## config.mk

```make
export PLATFORM = sky130hd
export DESIGN_NAME = tdp_div
export DESIGN_NICKNAME = d
export VERILOG_FILES = /design/src/sv/tdp_pkg.sv /design/src/sv/tdp_div.sv
export SDC_FILE = /design/constraint.sdc
export NUM_CORES = 2
export LEC_CHECK = 0
export BUFFER_PORTS_ARGS = -buffer_cell sky130_fd_sc_hd__buf_2
export CAP_MARGIN = 20
export CORE_MARGIN = 2
export CORE_UTILIZATION = 45
export CTS_BUF_LIST = sky130_fd_sc_hd__clkbuf_8 sky130_fd_sc_hd__clkbuf_16
export CTS_CLUSTER_SIZE = 16
export DETAILED_ROUTE_END_ITERATION = 16
export PLACE_DENSITY_LB_ADDON = 0.15
export SETUP_SLACK_MARGIN = 0.3
export SLEW_MARGIN = 5
export SYNTH_ARGS = -nofsm -noshare
export SYNTH_HDL_FRONTEND = slang
export SYNTH_SLANG_ARGS = --single-unit
```

## constraint.sdc

```tcl
create_clock -name clk -period 14.7 [get_ports clk]
set_clock_uncertainty 0.15 [all_clocks]
set_input_delay 1.47 -clock clk [delete_from_list [all_inputs] [get_ports clk]]
set_output_delay 1.47 -clock clk [all_outputs]
set_load 0.05 [all_outputs]
```

## src/sv/tdp_pkg.sv

```systemverilog
`timescale 1ns / 1ps
`default_nettype none
package tdp_pkg;
	localparam int FRAC_BITS = 15;
	localparam int BETA_FRAC = 8;
	localparam int IN_W = 17;
	localparam int IN_TDATA_W = 24;
	localparam int OUT_W = 16;
	localparam int CFG_W = 16;
	localparam int IDX_W = 2;
	localparam int Y_W = 40;
	localparam int N_W = Y_W - 32;
	localparam int PROD_W = CFG_W + 33;

	localparam logic [IDX_W-1:0] REG_SHARPNESS = 2'd0;
	localparam logic [IDX_W-1:0] REG_THRESHOLD = 2'd1;
	localparam logic [CFG_W-1:0] SHARPNESS_RST = 16'd256;
	localparam logic [CFG_W-1:0] THRESHOLD_RST = 16'd32768;

	localparam logic [32:0] ONE = 33'h1_0000_0000;
	localparam logic [IN_W-1:0] IN_ONE = IN_W'(1) << FRAC_BITS;
	localparam logic [OUT_W:0] OUT_ONE = (OUT_W + 1)'(1) << FRAC_BITS;

	localparam int EXP_TERMS = 20;
	localparam int EXP_CUTOFF = 23;
	localparam int SER_STAGES = 3 * (EXP_TERMS - 1);
	localparam int POW_STAGES = EXP_CUTOFF - 1;
	localparam int DIV_STEP = 4;
	localparam int DIV_STAGES = 32 / DIV_STEP;

	// floor(2^32 / k), used for truncating division by the series index
	localparam logic [31:0] RECIP [EXP_TERMS+1] = '{
		32'd0, 32'd0,
		32'(ONE / 33'd2), 32'(ONE / 33'd3), 32'(ONE / 33'd4), 32'(ONE / 33'd5),
		32'(ONE / 33'd6), 32'(ONE / 33'd7), 32'(ONE / 33'd8), 32'(ONE / 33'd9),
		32'(ONE / 33'd10), 32'(ONE / 33'd11), 32'(ONE / 33'd12), 32'(ONE / 33'd13),
		32'(ONE / 33'd14), 32'(ONE / 33'd15), 32'(ONE / 33'd16), 32'(ONE / 33'd17),
		32'(ONE / 33'd18), 32'(ONE / 33'd19), 32'(ONE / 33'd20)
	};

	typedef struct packed {
		logic        err;
		logic        lower;
		logic        zero;
		logic [31:0] eta;
		logic [32:0] u;
	} side_t;

	// q0.32 product, an operand of one passes the other through
	function automatic logic [32:0] mul32(input logic [32:0] a, input logic [32:0] b);
		logic [63:0] p;
		p = {32'd0, a[31:0]} * {32'd0, b[31:0]};
		if (a >= ONE) return b;
		if (b >= ONE) return a;
		return {1'b0, p[63:32]};
	endfunction

	function automatic logic [31:0] div_small(input logic [31:0] p, input int k);
		logic [63:0] m;
		logic [31:0] q0;
		logic [31:0] r;
		m = {32'd0, p} * {32'd0, RECIP[k]};
		q0 = m[63:32];
		r = p - 32'(q0 * 32'(k));
		if (r >= 32'(k)) q0 = q0 + 32'd1;
		return q0;
	endfunction

	function automatic logic [32:0] exp_frac_c(input logic [31:0] f);
		logic [33:0] sum;
		logic [31:0] term;
		logic [63:0] p;
		sum = 34'(ONE) - 34'(f);
		term = f;
		for (int k = 2; k <= EXP_TERMS; k++) begin
			p = {32'd0, term} * {32'd0, f};
			term = div_small(p[63:32], k);
			if (k[0]) begin
				sum = (sum >= 34'(term)) ? sum - 34'(term) : '0;
			end else begin
				sum = sum + 34'(term);
			end
		end
		if (sum > 34'(ONE)) sum = 34'(ONE);
		return sum[32:0];
	endfunction

	localparam logic [32:0] E_HALF = exp_frac_c(32'h8000_0000);
	localparam logic [32:0] E_NEG1 = mul32(E_HALF, E_HALF);
endpackage
`default_nettype wire

```

## src/sv/tdp_div.sv

```systemverilog
`timescale 1ns / 1ps
`default_nettype none
module tdp_div (
	input  wire logic                clk,
	input  wire logic                arst_n,
	input  wire logic                adv,
	input  wire logic                in_valid,
	input  wire logic [32:0]         in_num,
	input  wire logic [32:0]         in_den,
	input  wire tdp_pkg::side_t      in_side,
	output logic                     out_valid,
	output logic [32:0]              out_q,
	output tdp_pkg::side_t           out_side
);
	import tdp_pkg::*;

	typedef struct packed {
		logic [32:0] rem;
		logic [32:0] den;
		logic [31:0] q;
		logic        sat;
	} div_t;

	logic [DIV_STAGES:0] v_s;
	div_t                d_s [DIV_STAGES+1];
	side_t               side_s [DIV_STAGES+1];

	always_ff @(posedge clk or negedge arst_n) begin
		if (!arst_n) begin
			v_s <= '0;
		end else if (adv) begin
			v_s <= {v_s[DIV_STAGES-1:0], in_valid};
		end
	end

	always_ff @(posedge clk) begin
		if (adv) begin
			d_s[0].rem <= in_num;
			d_s[0].den <= in_den;
			d_s[0].q <= '0;
			d_s[0].sat <= (in_num >= in_den);
			side_s[0] <= in_side;
			for (int s = 1; s <= DIV_STAGES; s++) side_s[s] <= side_s[s-1];
		end
	end

	for (genvar j = 1; j <= DIV_STAGES; j++) begin : g_stage
		div_t nx;
		always_comb begin
			logic [33:0] t;
			nx = d_s[j-1];
			for (int b = 0; b < DIV_STEP; b++) begin
				t = {nx.rem, 1'b0};
				if (t >= 34'(nx.den)) begin
					nx.rem = 33'(t - 34'(nx.den));
					nx.q = {nx.q[30:0], 1'b1};
				end else begin
					nx.rem = t[32:0];
					nx.q = {nx.q[30:0], 1'b0};
				end
			end
		end
		always_ff @(posedge clk) begin
			if (adv) d_s[j] <= nx;
		end
	end

	assign out_valid = v_s[DIV_STAGES];
	assign out_q = d_s[DIV_STAGES].sat ? ONE : {1'b0, d_s[DIV_STAGES].q};
	assign out_side = side_s[DIV_STAGES];
endmodule
`default_nettype wire

```

==> results.json <==
{
  "boundaryPins": 240,
  "hold_viol": 0,
  "async_reset_ff_frac": 0.006912,
  "r2r_end": "d_s[0][295]$_DFFE_PP_",
  "area_growth_pct": 12.54,
  "crit_arrival_ns": 14.21,
  "grtUsageTotal": 0.2503,
  "syn_inst": 10065,
  "clockBufferDepth": 3,
  "wl_um": 295700,
  "endpoint": "d_s[0][295]$_DFFE_PP_",
  "grt_setup_unrepaired": "yes",
  "yosysMostFrequentCell": "edfxtp_1",
  "totalNegativeSetupSlack_ns": 0,
  "cts_tree": "yes",
  "rows": 173,
  "ys_seq_area_frac": 0.3864,
  "final.min_clock_period_ns": 13.85,
  "r2r_start": "d_s[0][136]$_DFFE_PP_",
  "path_class": "flip-flop to flip-flop",
  "synth_nets": 11275,
  "synth.distinct_cells": 91,
  "r2r_cells": 51,
  "setup_violations": 0,
  "die_h_um": 477.9,
  "synth_common_cells": "edfxtp_1 (1293), ha_1 (1064), a21oi_1 (954)",
  "cpPeakStageDelay_ns": 0.56,
  "ys_ff_latch": 1302,
  "finalNetCount": 11843,
  "slew_viol_final": 0,
  "max-slew-margin-rel": 0.2516,
  "drtIter0Drc": 6487,
  "route.vias.total": 79768,
  "die_area_um2": 228400,
  "ctsHoldBuffers": 0,
  "cp-end-kind": "flip-flop",
  "rrSetupSlack_ns": 0.85,
  "status": "finished clean",
  "synth.area.top_cells": "edfxtp_1 (38%), ha_1 (13%), mux2_2 (6.2%)",
  "ant_nets": 0,
  "htreeDepth": 4,
  "synth_ff_type": "edfxtp_1",
  "finalCritPeriodShare": 0.9424,
  "syn-cell-area_um2": 101100,
  "die_width_um": 477.9,
  "min_path_type": "flip-flop to flip-flop",
  "grt_pass1_wl_um": 449200,
  "cts_root_buffer": "clkbuf_16",
  "max_slew.worst_pin.slew_ns": 1.111,
  "vias_per_cell": 5.808,
  "cts_buffers": 147,
  "cp_max_fo": 13,
  "fill_cells": 20171,
  "start_util": 0.4537,
  "syn_avg_cell_area_um2": 10.04,
  "synth_top_area_cell": "edfxtp_1",
  "netlist.area_leader.share": 0.3842,
  "slowest_stage": "edfxtp_1",
  "maxCapViolCount": 0,
  "grt_pass1_vias": 76221,
  "drive_gt1_frac": 0.1530,
  "drc": 0,
  "antenna_found_initial": 16,
  "place.gp.congestion": 0.9520,
  "synth_edf_count": 1293,
  "coreArea_um2": 222700,
  "cts.sinks": 1302,
  "worstSetupStartpoint": "d_s[0][136]$_DFFE_PP_",
  "required_ns": 15.06,
  "yosys_warnings": 0,
  "clk_pin_slew_ns": 0.06,
  "fmax_mhz": 72.18,
  "dp_hpwl_um": 235500,
  "port_buffers": 239,
  "insertion_delay_ns": 0.83,
  "overflow": 0,
  "wire_per_inst_um": 21.54,
  "cp-start-kind": "flip-flop",
  "grt_max_degree": 183,
  "firstDrtPassIters": 6
}
[worst max-delay path, delay by kind of cell, from the launching register on]
family,cells,cell delay (ns)
muxes,3,1.02
AOI/OAI and AO/OA,33,8.15
adders and majority gates,4,1.42
DFF,1,0.56
xor gates and xnor gates,1,0.10
and+or+nand+nor,4,0.93
buffers and inverters,6,1.14
[repair_timing]
item,4_1_cts,5_1_grt
endpoints found under the setup margin,70,216
gates cloned,0,0
gates resized for setup,4,53
setup buffers,2,16
endpoints found under the hold margin,0,0
pin swaps,1,6
[placed cells by master, fill, tap and decap left out, types with 35 or more instances in the layout]
| cell type | count |
|---|---|
| o21bai_1 | 123 |
| a21o_1 | 458 |
| ha_1 | 1062 |
| a31oi_1 | 111 |
| a21oi_1 | 952 |
| clkbuf_16 | 148 |
| nor4_1 | 35 |
| and2_1 | 60 |
| o31ai_1 | 64 |
| and3_1 | 98 |
| buf_4 | 406 |
| edfxtp_1 | 1293 |
| a21boi_0 | 38 |
| nand2_1 | 608 |
| o21ai_0 | 569 |
| nand2b_1 | 134 |
| o211ai_1 | 59 |
| or3_1 | 56 |
| nor3_1 | 134 |
| o21a_1 | 157 |
| nor2_1 | 659 |
| xnor2_1 | 603 |
| and4_1 | 38 |
| nor2b_1 | 141 |
| a211oi_1 | 75 |
| nand3_1 | 171 |
| mux2_2 | 558 |
| xor2_1 | 258 |
| inv_1 | 601 |
| buf_2 | 239 |
| nand4_1 | 114 |
| or2_2 | 59 |
[worst min-delay path by stage]
stage / from / to / slack [ns] / cells after the start
6_report: side_s[0][154]$_DFFE_PP_ / side_s[0][222]$_DFFE_PP_ / 0.24 / 0
5_1_grt: side_s[0][436]$_DFFE_PP_ / side_s[0][504]$_DFFE_PP_ / 0.24 / 0
4_1_cts: side_s[0][154]$_DFFE_PP_ / side_s[0][222]$_DFFE_PP_ / 0.23 / 0
3_5_place_dp: d_s[0][99]$_DFFE_PP_ / d_s[0][198]$_DFFE_PP_ / 0.25 / 0
3_3_place_gp: side_s[0][527]$_DFFE_PP_ / side_s[0][595]$_DFFE_PP_ / 0.25 / 0
2_1_floorplan: d_s[0][99]$_DFFE_PP_ / d_s[0][198]$_DFFE_PP_ / 0.25 / 0
[stage by stage]
step           hold slack [ns]    util  cells  area, um^2  worst slack, ns
6_report                0.2401  0.5106  13733      113700           0.8466
5_1_grt                 0.2353  0.5106  13732      113700           0.1789
4_1_cts                 0.2273  0.5088  13712      113300           0.3087
3_5_place_dp            0.2545  0.4861  13441      108300           0.1007
3_3_place_gp            0.2502  0.4860  13439      108200           0.1738
2_1_floorplan           0.2503       -  10065      101100           0.5292
[registers in the layout (all words and copies together) (netlist names)]
signal / count
v_s: 9
d_s: 681
side_s: 612
[per-layer routing]
layer	share of wire	wire length, um	up-vias	GRT usage
met5	0.000091	27	-	0
met1	0.46	135300	38159	0.3494
met4	0.037	10820	4	0.08740
li1	-	-	38891	-
met3	0.054	16050	435	0.03149
met2	0.45	133600	2279	0.3990
[final cells by class]
class | count | area (um^2) | share of cell area
Timing Repair Buffer | 670 | 4743 | 0.04171
Sequential cell | 1302 | 39050 | 0.3434
Tap cell | 2975 | 3722 | 0.03273
Multi-Input combinational cell | 7918 | 58940 | 0.5183
Clock inverter | 121 | 1324 | 0.01164
Clock buffer | 148 | 3704 | 0.03256
Inverter | 594 | 2233 | 0.01964
Antenna cell | 5 | 12.51 | 0.0001100
[cells by family (layout without fill, tap and decap cells)]
| kind of cell | after synthesis | in the layout | share of synthesized area |
|---|---|---|---|
| compound gates | 2995 | 2995 | 0.1891 |
| simple gates | 2379 | 2379 | 0.1141 |
| flops | 1302 | 1302 | 0.3864 |
| fa+ha+maj | 1072 | 1072 | 0.1333 |
| xor+xnor | 861 | 861 | 0.07462 |
| buf+inv | 845 | 1533 | 0.03426 |
| mux | 611 | 611 | 0.06825 |
| other cells | 0 | 5 | 0 |
Power is not shown: default switching activity piles up to over one toggle a cycle in this logic, so the estimate is an artifact.
